`src/rtl/aec_pkg.sv`:
```
// Alarm escalation controller package: register map, mode codes and the
// configuration struct shared by the register block, the engine and the top level.
package aec_pkg;

  localparam int CountW = 10;
  localparam int TimerW = 16;
  localparam int DurW   = 8;
  localparam int HourW  = 5;
  localparam int PinW   = 3;
  localparam int ModeW  = 3;
  localparam int AddrW  = 5;
  localparam int DataW  = 32;
  localparam int IdxW   = 3;

  localparam logic [CountW-1:0] COUNT_MAX = 10'd1000;
  localparam logic [TimerW-1:0] TIMER_MAX = 16'hFFFF;

  localparam logic [ModeW-1:0] MODE_OFF        = 3'd0;
  localparam logic [ModeW-1:0] MODE_ARMING     = 3'd1;
  localparam logic [ModeW-1:0] MODE_IDLE       = 3'd2;
  localparam logic [ModeW-1:0] MODE_WARN_PEND  = 3'd3;
  localparam logic [ModeW-1:0] MODE_WARNING    = 3'd4;
  localparam logic [ModeW-1:0] MODE_ALARM_PEND = 3'd5;
  localparam logic [ModeW-1:0] MODE_ALARM      = 3'd6;

  localparam logic [IdxW-1:0] REG_WARN_THR   = 3'd0;
  localparam logic [IdxW-1:0] REG_ALARM_THR  = 3'd1;
  localparam logic [IdxW-1:0] REG_WARN_DUR   = 3'd2;
  localparam logic [IdxW-1:0] REG_ALARM_DUR  = 3'd3;
  localparam logic [IdxW-1:0] REG_DELAYS     = 3'd4;
  localparam logic [IdxW-1:0] REG_PATTERNS   = 3'd5;
  localparam logic [IdxW-1:0] REG_WINDOW     = 3'd6;

  typedef struct packed {
    logic [CountW-1:0] warn_threshold;
    logic [CountW-1:0] alarm_threshold;
    logic [DurW-1:0]   warn_duration;
    logic [DurW-1:0]   alarm_duration;
    logic [23:0]       entry_delays;
    logic [5:0]        output_patterns;
    logic [9:0]        active_window;
  } cfg_t;

endpackage

```
`src/rtl/aec_regs.sv`:
```
// Configuration register block with an APB-style write/read port.
// Depends on aec_pkg for the register map and cfg_t.
module aec_regs (
  input  logic                       clk,
  input  logic                       rst,
  input  logic                       psel,
  input  logic                       penable,
  input  logic                       pwrite,
  input  logic [aec_pkg::AddrW-1:0]  paddr,
  input  logic [aec_pkg::DataW-1:0]  pwdata,
  output logic [aec_pkg::DataW-1:0]  prdata,
  output logic                       pready,
  output aec_pkg::cfg_t              cfg
);
  import aec_pkg::*;

  logic            wr_en;
  logic [IdxW-1:0] idx;

  assign pready = 1'b1;
  assign wr_en  = psel && penable && pwrite;
  assign idx    = paddr[AddrW-1:2];

  always_ff @(posedge clk) begin
    if (rst) begin
      cfg.warn_threshold  <= 10'd5;
      cfg.alarm_threshold <= 10'd10;
      cfg.warn_duration   <= 8'd1;
      cfg.alarm_duration  <= 8'd1;
      cfg.entry_delays    <= 24'd0;
      cfg.output_patterns <= 6'd57;
      cfg.active_window   <= 10'd0;
    end else if (wr_en) begin
      case (idx)
        REG_WARN_THR:  cfg.warn_threshold  <= pwdata[CountW-1:0];
        REG_ALARM_THR: cfg.alarm_threshold <= pwdata[CountW-1:0];
        REG_WARN_DUR:  cfg.warn_duration   <= pwdata[DurW-1:0];
        REG_ALARM_DUR: cfg.alarm_duration  <= pwdata[DurW-1:0];
        REG_DELAYS:    cfg.entry_delays    <= pwdata[23:0];
        REG_PATTERNS:  cfg.output_patterns <= pwdata[5:0];
        REG_WINDOW:    cfg.active_window   <= pwdata[9:0];
        default: ;
      endcase
    end
  end

  always_comb begin
    case (idx)
      REG_WARN_THR:  prdata = {22'd0, cfg.warn_threshold};
      REG_ALARM_THR: prdata = {22'd0, cfg.alarm_threshold};
      REG_WARN_DUR:  prdata = {24'd0, cfg.warn_duration};
      REG_ALARM_DUR: prdata = {24'd0, cfg.alarm_duration};
      REG_DELAYS:    prdata = {8'd0, cfg.entry_delays};
      REG_PATTERNS:  prdata = {26'd0, cfg.output_patterns};
      REG_WINDOW:    prdata = {22'd0, cfg.active_window};
      default:       prdata = '0;
    endcase
  end

endmodule

```
`src/rtl/aec_engine.sv`:
```
// Escalation engine: timers, decay divider, event counter, mode machine and pins.
// Updates its state on each beat that advances. Depends on aec_pkg.
module aec_engine #(
  parameter int TIME_SCALE   = 60,
  parameter int DECAY_PERIOD = 10
) (
  input  logic                       clk,
  input  logic                       rst,
  input  aec_pkg::cfg_t              cfg,
  input  logic                       advance,
  input  logic                       func,
  input  logic                       armed,
  input  logic [aec_pkg::HourW-1:0]  hour,
  output logic [aec_pkg::PinW-1:0]   siren_pins,
  output logic [aec_pkg::ModeW-1:0]  mode,
  output logic [aec_pkg::CountW-1:0] event_count,
  output logic                       in_window
);
  import aec_pkg::*;

  localparam int DivW = (DECAY_PERIOD > 1) ? $clog2(DECAY_PERIOD) : 1;
  localparam logic [DivW-1:0] DIV_LAST  = DivW'(DECAY_PERIOD - 1);
  localparam logic [DurW-1:0] SCALE     = DurW'(TIME_SCALE);

  logic [ModeW-1:0]  mode_reg, mode_reg_next;
  logic [CountW-1:0] event_counter, event_counter_next;
  logic [TimerW-1:0] alarm_timer, alarm_timer_next;
  logic [TimerW-1:0] warning_timer, warning_timer_next;
  logic [TimerW-1:0] arming_timer, arming_timer_next;
  logic [DivW-1:0]   decay_divider, decay_divider_next;
  logic [PinW-1:0]   pin_levels, pin_levels_next;
  logic              window_flag, window_flag_next;

  logic [HourW-1:0]  start_hr, stop_hr;
  logic              active;
  logic              decay_now;
  logic [TimerW-1:0] warn_limit, alarm_limit;
  logic [CountW-1:0] warn_sub, alarm_sub;

  assign start_hr = cfg.active_window[4:0];
  assign stop_hr  = cfg.active_window[9:5];
  assign active   = (stop_hr > start_hr) ? (hour >= start_hr && hour < stop_hr)
                                         : !(hour >= stop_hr && hour < start_hr);

  assign warn_limit  = TimerW'(cfg.warn_duration) * TimerW'(SCALE);
  assign alarm_limit = TimerW'(cfg.alarm_duration) * TimerW'(SCALE);
  assign warn_sub  = (event_counter > cfg.warn_threshold)
                   ? event_counter - cfg.warn_threshold : '0;
  assign alarm_sub = (event_counter > cfg.alarm_threshold)
                   ? event_counter - cfg.alarm_threshold : '0;

  always_comb begin
    mode_reg_next      = mode_reg;
    event_counter_next = event_counter;
    alarm_timer_next   = alarm_timer;
    warning_timer_next = warning_timer;
    arming_timer_next  = arming_timer;
    decay_divider_next = decay_divider;
    pin_levels_next    = pin_levels;
    window_flag_next   = window_flag;
    decay_now          = 1'b0;

    if (advance) begin
      if (func) begin
        if (event_counter < COUNT_MAX) event_counter_next = event_counter + 1'b1;
        else event_counter_next = COUNT_MAX;
      end else begin
        alarm_timer_next   = (alarm_timer == TIMER_MAX) ? TIMER_MAX : alarm_timer + 1'b1;
        warning_timer_next = (warning_timer == TIMER_MAX) ? TIMER_MAX
                                                         : warning_timer + 1'b1;
        arming_timer_next  = (arming_timer == TIMER_MAX) ? TIMER_MAX
                                                        : arming_timer + 1'b1;
        decay_divider_next = (decay_divider >= DIV_LAST) ? '0 : decay_divider + 1'b1;
        decay_now          = (decay_divider_next == '0);

        if (!active) begin
          window_flag_next   = 1'b0;
          event_counter_next = '0;
        end else begin
          window_flag_next = 1'b1;
          case (mode_reg)
            MODE_OFF: begin
              if (armed) begin
                arming_timer_next = '0;
                mode_reg_next     = MODE_ARMING;
              end
            end
            MODE_ARMING: begin
              if (arming_timer_next >= {8'd0, cfg.entry_delays[7:0]})
                mode_reg_next = MODE_IDLE;
            end
            MODE_IDLE: begin
              pin_levels_next = '0;
              if (!armed) begin
                mode_reg_next = MODE_OFF;
              end else if (event_counter >= cfg.alarm_threshold) begin
                alarm_timer_next = '0;
                mode_reg_next    = MODE_ALARM_PEND;
              end else if (event_counter >= cfg.warn_threshold) begin
                warning_timer_next = '0;
                mode_reg_next      = MODE_WARN_PEND;
              end else if (event_counter != '0 && decay_now) begin
                event_counter_next = event_counter - 1'b1;
              end
            end
            MODE_WARN_PEND: begin
              pin_levels_next = '0;
              if (event_counter >= cfg.alarm_threshold) begin
                alarm_timer_next = '0;
                mode_reg_next    = MODE_ALARM_PEND;
              end else if (warning_timer_next >= {8'd0, cfg.entry_delays[15:8]}) begin
                warning_timer_next = '0;
                mode_reg_next      = MODE_WARNING;
              end
            end
            MODE_WARNING: begin
              pin_levels_next = cfg.output_patterns[2:0];
              if (event_counter >= cfg.alarm_threshold) begin
                alarm_timer_next = '0;
                mode_reg_next    = MODE_ALARM_PEND;
              end else if (warning_timer_next >= warn_limit) begin
                event_counter_next = warn_sub;
                warning_timer_next = '0;
                if (warn_sub < cfg.warn_threshold) mode_reg_next = MODE_IDLE;
              end
            end
            MODE_ALARM_PEND: begin
              if (alarm_timer_next >= {8'd0, cfg.entry_delays[23:16]}) begin
                alarm_timer_next = '0;
                mode_reg_next    = MODE_ALARM;
              end
            end
            MODE_ALARM: begin
              pin_levels_next = cfg.output_patterns[5:3];
              if (alarm_timer_next >= alarm_limit) begin
                event_counter_next = alarm_sub;
                if (alarm_sub >= cfg.alarm_threshold) begin
                  alarm_timer_next = '0;
                end else if (alarm_sub >= cfg.warn_threshold) begin
                  warning_timer_next = '0;
                  mode_reg_next      = MODE_WARNING;
                end else begin
                  warning_timer_next = '0;
                  mode_reg_next      = MODE_IDLE;
                end
              end
            end
            default: ;
          endcase
        end
      end
    end
  end

  always_ff @(posedge clk) begin
    if (rst) begin
      mode_reg      <= MODE_OFF;
      event_counter <= '0;
      alarm_timer   <= '0;
      warning_timer <= '0;
      arming_timer  <= '0;
      decay_divider <= '0;
      pin_levels    <= '0;
      window_flag   <= 1'b0;
    end else begin
      mode_reg      <= mode_reg_next;
      event_counter <= event_counter_next;
      alarm_timer   <= alarm_timer_next;
      warning_timer <= warning_timer_next;
      arming_timer  <= arming_timer_next;
      decay_divider <= decay_divider_next;
      pin_levels    <= pin_levels_next;
      window_flag   <= window_flag_next;
    end
  end

  assign siren_pins  = pin_levels;
  assign mode        = mode_reg;
  assign event_count = event_counter;
  assign in_window   = window_flag;

endmodule

```
`src/rtl/alarm_escalation_controller.sv`:
```
// Alarm escalation controller top level: input register, handshake control,
// configuration registers (aec_regs) and the escalation engine (aec_engine).
//
// Each input beat is a one-second tick (func 0) or an alarm event (func 1) and
// produces exactly one result beat. The block takes one beat per clock while
// item_stall is low: a beat is captured in the input register when accepted and
// the engine updates its state as the beat advances, raising result_valid. The
// engine's state registers double as the result register and hold while a valid
// result is stalled; the input register can take one more beat while a result
// waits, after which item_stall rises. The user must write configuration over
// the APB-style port only while no beat is in flight; this is not enforced.
module alarm_escalation_controller #(
  parameter int TIME_SCALE   = 60,
  parameter int DECAY_PERIOD = 10
) (
  input  logic                       clk,
  input  logic                       rst,
  input  logic                       item_valid,
  output logic                       item_stall,
  input  logic                       func,
  input  logic                       armed,
  input  logic [aec_pkg::HourW-1:0]  hour,
  output logic                       result_valid,
  input  logic                       result_stall,
  output logic [aec_pkg::PinW-1:0]   siren_pins,
  output logic [aec_pkg::ModeW-1:0]  mode,
  output logic [aec_pkg::CountW-1:0] event_count,
  output logic                       in_window,
  input  logic                       psel,
  input  logic                       penable,
  input  logic                       pwrite,
  input  logic [aec_pkg::AddrW-1:0]  paddr,
  input  logic [aec_pkg::DataW-1:0]  pwdata,
  output logic [aec_pkg::DataW-1:0]  prdata,
  output logic                       pready
);
  import aec_pkg::*;

  cfg_t             cfg;
  logic             s1_valid;
  logic             s1_func;
  logic             s1_armed;
  logic [HourW-1:0] s1_hour;
  logic             advance;
  logic             item_accept;

  assign advance     = s1_valid && (!result_valid || !result_stall);
  assign item_stall  = s1_valid && !advance;
  assign item_accept = item_valid && !item_stall;

  always_ff @(posedge clk) begin
    if (rst) begin
      s1_valid     <= 1'b0;
      result_valid <= 1'b0;
    end else begin
      s1_valid     <= item_accept || (s1_valid && !advance);
      result_valid <= advance || (result_valid && result_stall);
    end
  end

  always_ff @(posedge clk) begin
    if (item_accept) begin
      s1_func  <= func;
      s1_armed <= armed;
      s1_hour  <= hour;
    end
  end

  aec_regs u_regs (
    .clk     (clk),
    .rst     (rst),
    .psel    (psel),
    .penable (penable),
    .pwrite  (pwrite),
    .paddr   (paddr),
    .pwdata  (pwdata),
    .prdata  (prdata),
    .pready  (pready),
    .cfg     (cfg)
  );

  aec_engine #(
    .TIME_SCALE   (TIME_SCALE),
    .DECAY_PERIOD (DECAY_PERIOD)
  ) u_engine (
    .clk         (clk),
    .rst         (rst),
    .cfg         (cfg),
    .advance     (advance),
    .func        (s1_func),
    .armed       (s1_armed),
    .hour        (s1_hour),
    .siren_pins  (siren_pins),
    .mode        (mode),
    .event_count (event_count),
    .in_window   (in_window)
  );

endmodule
```
`config.mk`:
```
export PLATFORM = sky130hd
export DESIGN_NAME = alarm_escalation_controller
export DESIGN_NICKNAME = d
export VERILOG_FILES = /design/src/rtl/aec_pkg.sv /design/src/rtl/aec_regs.sv /design/src/rtl/aec_engine.sv /design/src/rtl/alarm_escalation_controller.sv
export SDC_FILE = /design/constraint.sdc
export NUM_CORES = 1
export LEC_CHECK = 0
export ABC_AREA = 1
export BUFFER_PORTS_ARGS = -buffer_cell sky130_fd_sc_hd__buf_2
export CAP_MARGIN = 40
export CORE_MARGIN = 5
export CORE_UTILIZATION = 45
export CTS_CLUSTER_SIZE = 16
export DETAILED_ROUTE_END_ITERATION = 7
export PLACE_DENSITY_LB_ADDON = 0.08
export SYNTH_ARGS = -nofsm -noshare
export SYNTH_HDL_FRONTEND = slang
export SYNTH_SLANG_ARGS = --single-unit
```
`constraint.sdc`:
```
create_clock -name clk -period 4.3 [get_ports clk]
set_input_delay 0 -clock clk [delete_from_list [all_inputs] [get_ports clk]]
set_output_delay 0 -clock clk [all_outputs]
set_load 0.05 [all_outputs]
```
==> flow_results.org, run 1 <==
** Power and ir drop
- The completed layout was analyzed and its total power is between 4 and 5 mW.
- Power density over the cells :: 279.4 mW/mm^2
- IR analysis of the VDD net gives a maximum drop of about 270 uV.
- Summed over all cells, the static leakage comes to 7.149 nW.

** Synthesis
- Counting flops and latches in the post-synthesis netlist gives 154.
- Dominant synthesized flop cell :: sky130_fd_sc_hd__dfxtp_1
- Counting every instance in the synthesized netlist gives ~1900.
- Share of async-settable or async-resettable flops after synthesis :: 0%
- Yosys mapped a number of flops with a built-in enable equal to 7.
- After synthesis, the mean cell area works out to between 6 and 7 um^2.
- After synthesis, the netlist uses 54 different library cells.
- Sequential share of the synthesized area :: between 20 and 25%
- Synth warn :: 0
- The mapped netlist covers ~0.013 mm^2.

** Clocking
- TritonCTS built the clock tree.
- The H-tree was split into 4 levels.
- # clock sinks :: about 150
- TritonCTS buffer count :: 17
- Clock root buffer master :: sky130_fd_sc_hd__clkbuf_16
- Latest clock arrival within the worst-skew pair :: approximately 0.44 ns
- In this run the deepest clock path goes through 2 buffers.
- CTS clock-pin slew for the worst setup and hold paths :: around 0.070 ns

** Placement
- Total half-perimeter wirelength after legalization and detailed placement :: ~32000 um
- Final weighted congestion in routability-driven placement :: around 0.94
- Before CTS, the worst setup slack after placement is -0.1544 ns.
- In this run the cell area measured after placement is 0.01422 mm^2.
- Count of input and output buffers :: 83
- Cell Count Post-Placement :: between 2000 and 2500

** STA
- The final number of max-transition violations is 0.
- The final number of hold-violating endpoints was 0.
- Derived from the worst setup path, the maximum achievable clock frequency is ~0.24 GHz.
- Setup repair after global routing missed its margin :: yes
- Hold timing on the final database bottoms out at a slack of 0.1066 ns.
- For the pin with the worst max-slew slack, the measured transition is between 0.8 and 0.9 ns.
- Min Clock Period, post-route :: between 4 and 5 ns
- Setup slack of the critical path after layout :: 0.07467 ns
- Share of the clock period used by the worst path :: 98.26%
- Measured against its own limit, the worst slew margin works out to 41.03%.
- Total negative slack for setup checks :: 0 ns
- Finish-stage setup viols :: 0
- Across the routed clock network, the largest skew measured is roughly 0.017 ns.

** Drt
- Once detail routing completed, the nets flagged for antenna violations numbered 0.
- In the routed design, unresolved DRC markers number 0.
- Aggregate routed wire length :: 41030 um
- After detailed routing, the number of vias per cell comes to roughly 5.3.
- Detailed routing inserted a total of around 13000 vias.
- Per-cell routed wire length :: 16.54 um
- DRC marker count from the first detailed-route iteration :: just under 900
- Router iterations before antenna repair :: 7

** Worst setup path
- STA classifies the critical path startpoint as a flop.
- Crit-path max cell delay :: between 0.5 and 0.6 ns
- STA puts the critical path data required time at about 4.7 ns.
- The signal on the critical path passes through buf_4, fa_1, fa_1, ha_4, nand3_2, nand2_2, a21oi_2, o21bai_1, nand2_1, nand2_1, a21oi_2, o21ai_1, a21oi_2, xor2_1, ha_1, a21o_1, nor2_4, nand3_4, nand3_4, nand2_4, nand2_4, nand2_1, a21oi_2.
- Crit path max-delay cell type :: sky130_fd_sc_hd__fa_1
- Highest fanout seen on the critical path :: 5
- Setup Crit Path Kind :: flop to flop
- FF-to-FF path depth :: 23
- The most numerous cell type found on the critical path is sky130_fd_sc_hd__a21oi_2.
- Data arrives at the worst endpoint at approximately 4.6 ns.
- Setup crit end kind :: flop

** GRT
- Antenna violations before repair :: 1
- Total track usage :: about 25%
- Pin count of the biggest net entering global routing :: just under 60
- Global-route wire length before repair :: 65360 um
- GR Overflow Total :: 0
- Number of global-route vias before repair :: 12551

** Final layout
- Fin cells :: ~2500
- Number of flip-flops under the largest register name :: 76
- Synth-to-Final Area Change :: 17.73%
- Proportion of layout cells with a drive suffix above 1 :: approximately an eighth
- Summing all flip-flop and latch instances after layout gives around 0.0032 mm^2.
- Nets :: approximately 2300
- Layout Cell Area excl Fill :: approximately 0.015 mm^2
- In the final layout, the multi-input gates occupy slightly below 0.009 mm^2.
- Fillers :: between 2000 and 3000
- At the end of the flow the core is filled with cells to 53.75%.
- Register name with the most flops :: u_regs.cfg
- 0 antenna diodes ended up in the layout.

** Floorplan
- Once the floorplan was initialized, standard cells occupied roughly 46% of the core.
- Horizontal die dimension :: roughly 180 um
- FP Rows :: 62
- Die Ht :: approximately 180 um
- Core Footprint :: approximately 0.029 mm^2
- Overall die area :: around 0.033 mm^2
- 103 I/O pins were placed.

** Job
- Across the run, the number of max-cap violations was 0.

** Min path
- Hold/Removal Path Class :: primary input to flop
- Hold path cells :: 4

** Outcome
- Result of the run :: finished clean
## worst max-delay path, delay by kind of cell (launching register included)
kind | cells | cell delay [ns]
and+or+nand+nor | 10 | 1.03
xor gates and xnor gates | 1 | 0.15
adders and majority gates | 4 | 1.65
AOI/OAI and AO/OA | 7 | 0.86
buffers and inverters | 1 | 0.13
DFF | 1 | 0.33
## final timing paths
check | endpoint | from | slack (ns)
max | u_engine.event_count[9] | u_regs.cfg[50] | 0.07
min | u_engine.mode[1] | rst | 0.11
max reg2reg | u_engine.event_count[9] | u_regs.cfg[50] | 0.07
min reg2reg | u_engine.arming_timer[15] | u_engine.arming_timer[15] | 0.49
## final cells by class
cell class	count	share of cell area (%)
Multi-Input combinational cell	1436	56.90
Clock inverter	15	1.346
Tap cell	384	3.114
Sequential cell	154	20.48
Timing Repair Buffer	177	8.166
Inverter	297	7.242
Clock buffer	17	2.757
## per-layer routing
metal,GRT usage (%),routed length (um),part of all wire (%),up-vias
met1,32.24,18350,45,6072
met2,41.32,19240,47,383
met3,3.532,2131,5.2,68
li1,-,-,-,6699
met4,8.439,1303,3.2,2
met5,0,5,0.012,-
## synth_stat cells, types with 11 or more instances
master | number | share of area (%)
sky130_fd_sc_hd__xor2_1 | 29 | 1.9
sky130_fd_sc_hd__or2_2 | 12 | 0.57
sky130_fd_sc_hd__nor3_1 | 33 | 1.3
sky130_fd_sc_hd__nand4_1 | 26 | 1.2
sky130_fd_sc_hd__nand2_1 | 406 | 12
sky130_fd_sc_hd__nand3_2 | 11 | 0.84
sky130_fd_sc_hd__o22ai_1 | 12 | 0.57
sky130_fd_sc_hd__fa_1 | 28 | 4.3
sky130_fd_sc_hd__o21ai_0 | 147 | 5.6
sky130_fd_sc_hd__ha_1 | 150 | 14
sky130_fd_sc_hd__a21oi_1 | 197 | 7.5
sky130_fd_sc_hd__dfxtp_1 | 147 | 22
sky130_fd_sc_hd__nand3_1 | 97 | 3.7
sky130_fd_sc_hd__inv_1 | 291 | 8.3
sky130_fd_sc_hd__clkbuf_1 | 38 | 1.1
sky130_fd_sc_hd__nor2_1 | 162 | 4.6
## cells by family after synthesis
group                    share of synthesized area [%]
flip-flops                                       24.06
other                                          0.05731
AO/OA/AOI/OAI                                    18.07
adder cells (fa/ha/maj)                          18.60
buffers and inverters                            10.58
XOR/XNOR                                         2.606
AND/OR/NAND/NOR                                  26.03
## repair_timing
item,CTS,global route
resized for setup,13,49
setup buffers,0,6
setup endpoints to repair,45,45
cloned,2,1
hold buffers,34,0
pin swaps,10,40
hold endpoints to repair,73,0
## report_power, final
| part | leakage, nW | switching, mW | internal (mW) |
|---|---|---|---|
| registers | 1.26 | 0.0268 | 1.47 |
| logic | 5.59 | 0.760 | 0.410 |
| clock network | 0.304 | 0.709 | 0.940 |
## cell usage in the layout (no fill, tap or decap), types with 11 or more instances in the layout
cell type and count:
sky130_fd_sc_hd__o21ai_1 18, sky130_fd_sc_hd__buf_2 83, sky130_fd_sc_hd__inv_1 284, sky130_fd_sc_hd__nand3_2 13, sky130_fd_sc_hd__a21oi_1 187, sky130_fd_sc_hd__clkbuf_16 17
sky130_fd_sc_hd__ha_1 147, sky130_fd_sc_hd__dfxtp_1 142, sky130_fd_sc_hd__nor3_1 32, sky130_fd_sc_hd__nand2_1 399, sky130_fd_sc_hd__nand3_1 94, sky130_fd_sc_hd__fa_1 27
sky130_fd_sc_hd__buf_4 55, sky130_fd_sc_hd__o22ai_1 12, sky130_fd_sc_hd__nand2_2 11, sky130_fd_sc_hd__xor2_1 29, sky130_fd_sc_hd__o21ai_0 130, sky130_fd_sc_hd__dlygate4sd3_1 34
sky130_fd_sc_hd__or2_2 12, sky130_fd_sc_hd__nand4_1 26, sky130_fd_sc_hd__nor2_1 161
No activity file was read; power rests on OpenSTA's default activity.
==> run 2, diff against run 1 <==
--- a/config.mk
+++ b/config.mk
@@ -13,6 +13,7 @@
 export CTS_CLUSTER_SIZE = 16
 export DETAILED_ROUTE_END_ITERATION = 7
 export PLACE_DENSITY_LB_ADDON = 0.08
+export REMOVE_ABC_BUFFERS = 1
 export SYNTH_ARGS = -nofsm -noshare
 export SYNTH_HDL_FRONTEND = slang
 export SYNTH_SLANG_ARGS = --single-unit
==> run 2 against run 1 <==
Against the previous run: wire length shrank 1.4%; via count decreased by 1.9%; combinational power is essentially flat; worst hold slack better by 0.0097 ns; clock skew grew 0.0051 ns; utilization increased by 0.14 points; global-route usage down 0.22 points; clock-buffer cell count grew 1; critical endpoint is now u_engine.event_count[0].
==> flow_results.org, run 2 (synthesis results as in run 1) <==
** Outcome
- The flow ran to the end, and the final reports show no timing, DRC or antenna violations.

** Min path
- The path class of the tightest hold or removal check is primary input to flop.
- The worst hold path begins at rst.
- Hold worst-path end :: u_engine.event_count[0]
- Hold path cells :: 2 (-2)

** STA
- The setup slack of the critical path after layout is 0.1333 ns (+0.05867 ns).
- Setup skew after layout :: 0.02209 ns (+0.005075 ns)
- Setup repair after global routing missed its margin :: yes
- Min Clock Period, post-route :: 4.167 ns (-0.05867 ns)
- Share of the clock period used by the worst path :: 96.90% (-1.4 points)
- Peak Freq :: 0.2400 GHz (+1.4%)
- The final number of setup-violating endpoints is 0 (unchanged).
- The worst relative slew slack came to 40.09% (-0.93 points).
- The final worst hold slack is 0.1163 ns (+0.009734 ns).
- Count of final hold-check violations :: 0 (unchanged)
- Pins over their slew limit :: 0 (unchanged)
- The actual transition at the worst max-transition pin came to 0.8918 ns (+0.009279 ns).

** Placement
- Final weighted congestion in routability-driven placement :: 0.9256 (-1.7%)
- The placed wire-length estimate after detailed placement is 31300 um (-0.72%).
- The pre-CTS setup slack is -0.07431 ns (+0.08011 ns).
- The count of buffers inserted at the top-level ports is 83 (unchanged).

** Worst setup path
- Crit path max-delay cell type :: sky130_fd_sc_hd__fa_2
- The maximum fanout along the worst path came to 5 (unchanged).
- Crit-path max cell delay :: 0.63 ns (+0.08 ns)
- Setup crit end kind :: flop
- The endpoint arrival time on the critical path is 4.53 ns (-0.06 ns).
- Walking the worst path, the cells encountered are buf_4, fa_2, fa_2, ha_4, nand3_2, nand2_2, a21oi_2, o21bai_4, nand2_2, nand2_2, a21oi_2, o21ai_1, a21oi_1, xor2_1, ha_1, a21o_1, nor2_4, nand3_4, nand3_4, nand2_4, nand2_4, nand2_1, a21oi_2.
- Reg-to-reg endpoint :: u_engine.event_count[0]
- Setup Crit Path Kind :: flop to flop
- The register-to-register setup slack came to 0.13 ns (+0.06 ns).
- The startpoint identified for the worst register-to-register timing path is u_regs.cfg[50].
- STA classifies the critical path startpoint as a flop.
- Crit path required time :: 4.67 ns (about the same)
- FF-to-FF path depth :: 23 (unchanged)

** GRT
- Total track usage :: 24.31% (-0.22 points)
- The global-route congestion overflow total came to 0 (unchanged).
- The number of global-route vias before repair was 12083 (-3.7%).
- Pin count of the biggest net entering global routing :: 55 (-6.8%)
- Global-route wire length before repair :: 64780 um (-0.89%)
- Antenna violations before repair :: 0 (-1)

** Clocking
- TritonCTS built the clock tree.
- TritonCTS buffer count :: 17 (unchanged)
- Longest Clk Path Bufs :: 2 (unchanged)
- The tree is rooted in a sky130_fd_sc_hd__clkbuf_16.
- The total number of H-tree levels is 4 (unchanged).
- The clock-pin slew of the registers on the worst-case setup and hold paths came to 0.07 ns (about the same).
- # clock sinks :: 154 (unchanged)
- Latest clock arrival within the worst-skew pair :: 0.44 ns (about the same)

** Final layout
- The filler cell count in the final layout came to 2820 (-2.3%).
- Synth-to-Final Area Change :: 18.04%
- Antenna diode instance count :: 0 (unchanged)
- Top library cells by usage in the layout, fill and taps aside :: sky130_fd_sc_hd__nand2_1, sky130_fd_sc_hd__inv_1, sky130_fd_sc_hd__a21oi_1
- The flip-flop count of the largest register, all copies and words added is 76 (unchanged).
- The library cell used most frequently in the layout, excluding fill and tap cells, is sky130_fd_sc_hd__nand2_1.
- Proportion of layout cells with a drive suffix above 1 :: 13.11% (+0.37 points)
- The share of the core filled with cells in the final layout is 53.89% (+0.14 points).
- Register name with the most flops :: u_regs.cfg
- Nets :: 2306 (-0.26%)

** Floorplan
- Die Ht :: 180.7 um (unchanged)
- The die area is 0.03263 mm^2 (unchanged).
- The area of the placeable core was 0.02870 mm^2 (unchanged).
- Horizontal die dimension :: 180.7 um (unchanged)
- Total I/O pin count :: 103 (unchanged)
- The row count was 62 (unchanged).
- Effective utilization at floorplan :: 45.66% (unchanged)

** Power and ir drop
- P_leak :: 7.146 nW (about the same)
- The overall power after layout came to 4.289 mW (-0.51%).
- Worst-case vdd ir drop :: 239.1 uV (-12%)
- The ratio of total power to cell area came to 277.3 mW/mm^2 (-0.77%).

** Drt
- The routed wire length is 40440 um (-1.4%).
- Router iterations before antenna repair :: 5 (-2)
- Remaining antenna violation count :: 0 (unchanged)
- The number of vias after detailed routing came to 12978 (-1.9%).
- The wire length per cell was 16.35 um (-1.2%).
- The detailed-route vias per instance came to 5.246 (-1.6%).
- DRC marker count from the first detailed-route iteration :: 972 (+10%)
- Number of remaining DRC errors :: 0 (unchanged)

** Job
- The max-cap check violation count was 0 (unchanged).
## run 2: cell types whose count changed in the layout (fill, tap and decap cells not counted), moves of 3 or more
cell and delta:
sky130_fd_sc_hd__o21ai_1 -4, sky130_fd_sc_hd__inv_2 +5, sky130_fd_sc_hd__a21oi_2 -3, sky130_fd_sc_hd__fa_1 -3
sky130_fd_sc_hd__buf_4 -7, sky130_fd_sc_hd__o21ai_0 +3, sky130_fd_sc_hd__fa_2 +3, sky130_fd_sc_hd__inv_1 -5
## run 2: area by class of cell
class                           count  area [um^2]  share of cell area, %
Multi-Input combinational cell   1435         8828                  57.07
Sequential cell                   154         3161                  20.43
Timing Repair Buffer              172         1260                  8.145
Inverter                          297         1117                  7.223
Tap cell                          384        480.5                  3.106
Clock buffer                       18        450.4                  2.912
Clock inverter                     14        171.4                  1.108
## run 2: where the power goes
part	leakage (nW)	internal [mW]	switching [mW]	total (mW)
Sequential	1.26	1.46	0.0301	1.50
Clock	0.309	0.918	0.718	1.64
Combinational	5.58	0.410	0.748	1.16
Total	7.15	2.79	1.50	4.29
## run 2: metal layers
layer | vias up | track usage [%] | routed length, um
met5 | - | 0 | 0
met4 | 0 | 6.503 | 856
met3 | 53 | 2.463 | 2018
met2 | 341 | 38.24 | 17910
met1 | 5913 | 35.59 | 19660
li1 | 6671 | - | -
## run 2: worst max-delay path, delay by kind of cell (launching register included)
family | cells | cell delay [ns]
fa+ha+maj | 4 | 1.57
compound gates | 7 | 0.99
simple gates | 10 | 0.91
flops | 1 | 0.33
xor+xnor | 1 | 0.17
buf+inv | 1 | 0.14
## run 2: repair_timing
action                                  in CTS  in global routing
endpoints found under the hold margin       53                  0
endpoints found under the setup margin      40                 45
buffers inserted                             0                  7
gates resized for setup                      6                 72
gates cloned                                 1                  2
pin swaps                                    3                 51
hold buffers                                34                  0
## run 2: how the worst max path moves through the flow
stage	startpoint	end	slack [ns]
after floorplan	u_regs.cfg[49]	u_engine.event_count[1]	0.21
after global placement	u_regs.cfg[41]	u_engine.event_count[7]	0.05
after detailed placement	u_regs.cfg[41]	u_engine.event_count[0]	-0.07
after CTS	u_regs.cfg[49]	u_engine.event_count[7]	0.008
after global routing	u_regs.cfg[41]	u_engine.event_count[0]	-0.13
final	u_regs.cfg[50]	u_engine.event_count[0]	0.13
## run 2: metrics by stage
stage	TNS (ns)	std cells	area (um^2)
4_1_cts	0	2465	15170
2_1_floorplan	0	1884	12860
6_report	0	2474	15470
3_5_place_dp	-0.6155	2398	14180
5_1_grt	-2.691	2474	15470
3_3_place_gp	0	2395	14110
==> run 3, diff against run 2 <==
--- a/config.mk
+++ b/config.mk
@@ -5,7 +5,6 @@
 export SDC_FILE = /design/constraint.sdc
 export NUM_CORES = 1
 export LEC_CHECK = 0
-export ABC_AREA = 1
 export BUFFER_PORTS_ARGS = -buffer_cell sky130_fd_sc_hd__buf_2
 export CAP_MARGIN = 40
 export CORE_MARGIN = 5
==> run 3 against run 2 <==
Against the previous run: the run now ends with negative setup slack left; setup slack worse by 0.82 ns; die area is 2.2% higher; cell count is 6.5% lower; flip-flop and latch count stayed put; register-to-register slack worse by 0.82 ns; largest cell class unchanged; synthesized cell count is 13% lower; largest power group unchanged; sequential share of layout area is 1.6 points lower.
==> flow_results.org, run 3 <==
** Power and ir drop
- The proportion of power drawn by combinational gates was 25.2% (-1.8 points).
- Switching power share of the total :: 32.49% (-2.4 points)
- The peak supply drop came to 295.1 uV (+23%).
- Internal power component :: 2.786 mW (-0.25%)
- Sequential group share of total power :: 35.8% (+0.9 points)
- Clock network fraction of design power :: 38.9% (+0.8 points)
- Net switching power :: 1.340 mW (-10%)
- The static leakage is 7.043 nW (-1.4%).
- Overall power :: 4.126 mW (-3.8%)
- Power density over the cells :: 246.1 mW/mm^2 (-11%)

** GRT
- The number of global-route vias before repair is 12747 (+5.5%).
- The first-pass GRT wire length is 70040 um (+8.1%).
- The initial antenna violation count is 0 (unchanged).
- The global-route congestion overflow total was 0 (unchanged).
- Pin count of the biggest net entering global routing :: 48 (-13%)
- The global-route usage over all layers came to 26.23% (+1.9 points).

** STA
- The setup slack of the critical path after layout came to -0.6912 ns (-0.8246 ns).
- The final number of setup-violating endpoints is 45 (+45).
- Setup skew after layout :: 0.01147 ns (-0.01061 ns)
- The setup TNS is -25.93 ns (-25.93 ns).
- The final critical-path required period is 4.991 ns (+0.8246 ns).
- The actual transition at the worst max-transition pin was 0.9391 ns (+0.04730 ns).
- The final worst hold slack was 0.1459 ns (+0.02964 ns).
- Share of the clock period used by the worst path :: 116.1% (+19 points)
- Worst max-slew margin expressed relative to the limit :: 37.12% (-3.0 points)
- Pins over their slew limit :: 0 (unchanged)
- Setup repair after global routing could not meet its margin everywhere.
- Count of final hold-check violations :: 0 (unchanged)
- Peak Freq :: 0.2004 GHz (-17%)

** Worst setup path
- The required time of the critical path came to 4.64 ns (-0.03 ns).
- By startpoint and endpoint, the worst setup path is classified as flop to flop.
- Arrival time at the worst endpoint :: 5.34 ns (+0.81 ns)
- Start of the worst register-to-register path :: u_regs.cfg[43]
- FF-to-FF path depth :: 23 (unchanged)
- Worst setup slack for register-to-register paths :: -0.69 ns (-0.82 ns)
- Reg-to-reg endpoint :: u_engine.warning_timer[1]
- The worst setup path is launched from a flop.
- The maximum fanout along the worst path was 16 (+11).
- Setup crit end kind :: flop

** Drt
- Number of remaining DRC errors :: 0 (unchanged)
- The post-route antenna net violation count was 0 (unchanged).
- Router iterations before antenna repair :: 5 (unchanged)
- Via-per-instance ratio :: 5.669 (+8.1%)
- The number of vias after detailed routing is 13113 (+1.0%).
- The wire length per cell was 18.96 um (+16%).
- DRC marker count from the first detailed-route iteration :: 829 (-15%)
- Aggregate routed wire length :: 43860 um (+8.4%)

** Synthesis
- Dominant synthesized flop cell :: sky130_fd_sc_hd__dfxtp_1
- Synth top area cells :: sky130_fd_sc_hd__dfxtp_1, sky130_fd_sc_hd__ha_1, sky130_fd_sc_hd__a21oi_1
- Number of synthesized flops with an enable pin :: 7 (unchanged)
- Commonest cells in the synthesized netlist :: sky130_fd_sc_hd__nand2_1, sky130_fd_sc_hd__nor2_1, sky130_fd_sc_hd__ha_1
- The top-area cell type share of the netlist area is 21.95% (-0.50 points).
- Share of async-settable or async-resettable flops after synthesis :: 0% (unchanged)
- The number of instances in the synthesized netlist is 1677 (-13%).
- Sequential share of the synthesized area :: 23.52% (-0.54 points)
- Distinct cell type count after synthesis :: 87 (+61%)
- Synth warn :: 0 (unchanged)
- Leading area contributor after synthesis :: sky130_fd_sc_hd__dfxtp_1
- Cell area after synthesis :: 0.01340 mm^2 (+2.3%)
- Most frequent cell after synthesis :: sky130_fd_sc_hd__nand2_1
- The number of synthesized register bits came to 154 (unchanged).
- Average cell area after synthesis :: 7.993 um^2 (+18%)

** Placement
- Cell Count Post-Placement :: 2236 (-6.8%)
- The count of buffers inserted at the top-level ports was 83 (unchanged).
- The placed wire-length estimate after detailed placement came to 33020 um (+5.5%).
- The last weighted congestion value of the routability-driven placer is 0.9331 (+0.81%).
- Post-placement setup slack :: -0.7975 ns (-0.7232 ns)

** Min path
- Launch point of the worst hold path :: pwrite
- Hold worst-path end :: u_regs.cfg[57]
- Hold path cells :: 4 (+2)
- Hold/Removal Path Class :: primary input to flop

** Final layout
- The fraction of layout instances using a drive strength above 1 was 21.53% (+8.4 points).
- Register name with the most flops :: u_regs.cfg
- The count of placed standard cells in the final layout, fillers left out is 2313 (-6.5%).
- The flip-flop count of the largest register, all copies and words added was 76 (unchanged).
- Top library cells by usage in the layout, fill and taps aside :: sky130_fd_sc_hd__buf_4, sky130_fd_sc_hd__nand2_1, sky130_fd_sc_hd__nor2_1
- Nets :: 2139 (-7.2%)
- From synthesis to final layout, the design area changed by 25.09%.
- Most common cell after layout, fill and taps aside :: sky130_fd_sc_hd__buf_4
- The diode insertion count for antenna repair is 0 (unchanged).

** Floorplan
- Overall die area :: 0.03334 mm^2 (+2.2%)
- The top-level I/O count is 103 (unchanged).
- The die width came to 182.6 um (+1.1%).
- Effective utilization at floorplan :: 45.35% (-0.31 points)
- Die Ht :: 182.6 um (+1.1%)
- Core Footprint :: 0.02956 mm^2 (+3.0%)
- The row count came to 63 (+1.6%).

** Clocking
- TritonCTS built the clock tree.
- The number of clock sinks came to 154 (unchanged).
- Clock root buffer master :: sky130_fd_sc_hd__clkbuf_16
- Latest clock arrival within the worst-skew pair :: 0.46 ns (+0.02 ns)
- The clock-pin slew of the registers on the worst-case setup and hold paths was 0.07 ns (about the same).
- Number of H-tree levels :: 4 (unchanged)
- TritonCTS buffer count :: 17 (unchanged)
- The maximum root-to-sink buffer count is 2 (unchanged).

** Job
- The max-cap check violation count is 0 (unchanged).

** Outcome
- The run finished, with violations left.
- The checks that failed: negative setup slack.
==> run 3: metal layers <==
metal	share of wire [%]	vias up	global-route usage (%)
met5	0	-	0
met4	1.4	0	5.584
met3	4.6	40	4.026
met2	46	324	42.17
met1	48	6287	37.37
li1	-	6462	-
==> run 3: critical path, cell delays in order (launching register included) <==
cell and delay, ns:
sky130_fd_sc_hd__dfxtp_2 0.33, sky130_fd_sc_hd__inv_2 0.04, sky130_fd_sc_hd__buf_4 0.14, sky130_fd_sc_hd__fa_1 0.49
sky130_fd_sc_hd__fa_1 0.51, sky130_fd_sc_hd__inv_1 0.04, sky130_fd_sc_hd__ha_1 0.30, sky130_fd_sc_hd__inv_2 0.04
sky130_fd_sc_hd__o21ai_2 0.13, sky130_fd_sc_hd__a21oi_2 0.07, sky130_fd_sc_hd__o21bai_1 0.17, sky130_fd_sc_hd__a21oi_2 0.09
sky130_fd_sc_hd__nor4bb_1 0.27, sky130_fd_sc_hd__a211oi_1 0.08, sky130_fd_sc_hd__ha_1 0.33, sky130_fd_sc_hd__o2111ai_2 0.15
sky130_fd_sc_hd__a21oi_1 0.14, sky130_fd_sc_hd__o21ai_1 0.08, sky130_fd_sc_hd__o211a_1 0.25, sky130_fd_sc_hd__a31oi_1 0.19
sky130_fd_sc_hd__nand3_1 0.10, sky130_fd_sc_hd__or4_4 0.50, sky130_fd_sc_hd__buf_12 0.17, sky130_fd_sc_hd__a32o_1 0.25
==> run 3: worst max-delay path by stage <==
| stage | start | to | slack (ns) | cells after the start |
|---|---|---|---|---|
| 2_1_floorplan | u_regs.cfg[42] | u_engine.warning_timer[0] | -0.65 | 22 |
| 3_3_place_gp | u_regs.cfg[42] | u_engine.event_count[6] | -0.72 | 23 |
| 6_report | u_regs.cfg[43] | u_engine.warning_timer[1] | -0.69 | 23 |
| 3_5_place_dp | u_regs.cfg[41] | u_engine.warning_timer[9] | -0.80 | 22 |
| 4_1_cts | u_regs.cfg[41] | u_engine.warning_timer[9] | -0.67 | 22 |
| 5_1_grt | u_regs.cfg[41] | u_engine.event_count[9] | -0.96 | 24 |
==> run 3: kinds of logic (layout without fill, tap and decap cells) <==
group | Yosys count | in the layout | share of synthesized area [%]
buffers and inverters | 236 | 475 | 7.234
flip-flops | 154 | 154 | 23.52
other | 2 | 9 | 0.05603
multiplexers | 77 | 77 | 6.375
AND/OR/NAND/NOR | 597 | 597 | 22.16
XOR/XNOR | 60 | 60 | 3.920
adder cells (fa/ha/maj) | 178 | 178 | 18.18
AO/OA/AOI/OAI | 373 | 373 | 18.55
==> run 3: per-stage QoR <==
| step | util, % | instance area, um^2 |
|---|---|---|
| CTS | 56.09 | 16580 |
| global placement | 51.32 | 15170 |
| finish | 56.72 | 16770 |
| floorplan | - | 13000 |
| detailed placement | 51.62 | 15260 |
| global route | 56.72 | 16770 |
==> run 3: power groups by stage <==
stage	logic [mW]	clock network (mW)	registers, mW
floorplan	0.537	0	1.54
global placement	0.945	0	1.51
detailed placement	0.957	0	1.51
CTS	1.01	1.63	1.48
global route	1.13	1.70	1.48
finish	1.04	1.61	1.48
==> run 3: layout make-up <==
class / count / area (um^2)
clock buffers: 18 / 450.4
fillers: 2810 / 12790
repair buffers: 300 / 2230
clock inverters: 14 / 156.4
well taps: 390 / 488.0
multi-input cells: 1294 / 9747
inverters: 143 / 536.8
flip-flops and latches: 154 / 3159
==> run 3: repair_timing <==
item,4_1_cts,5_1_grt
hold buffers,35,0
resized for setup,70,35
endpoints found under the hold margin,84,0
setup endpoints to repair,45,45
buffers inserted,10,1
gates cloned,1,0
pin swaps,42,13
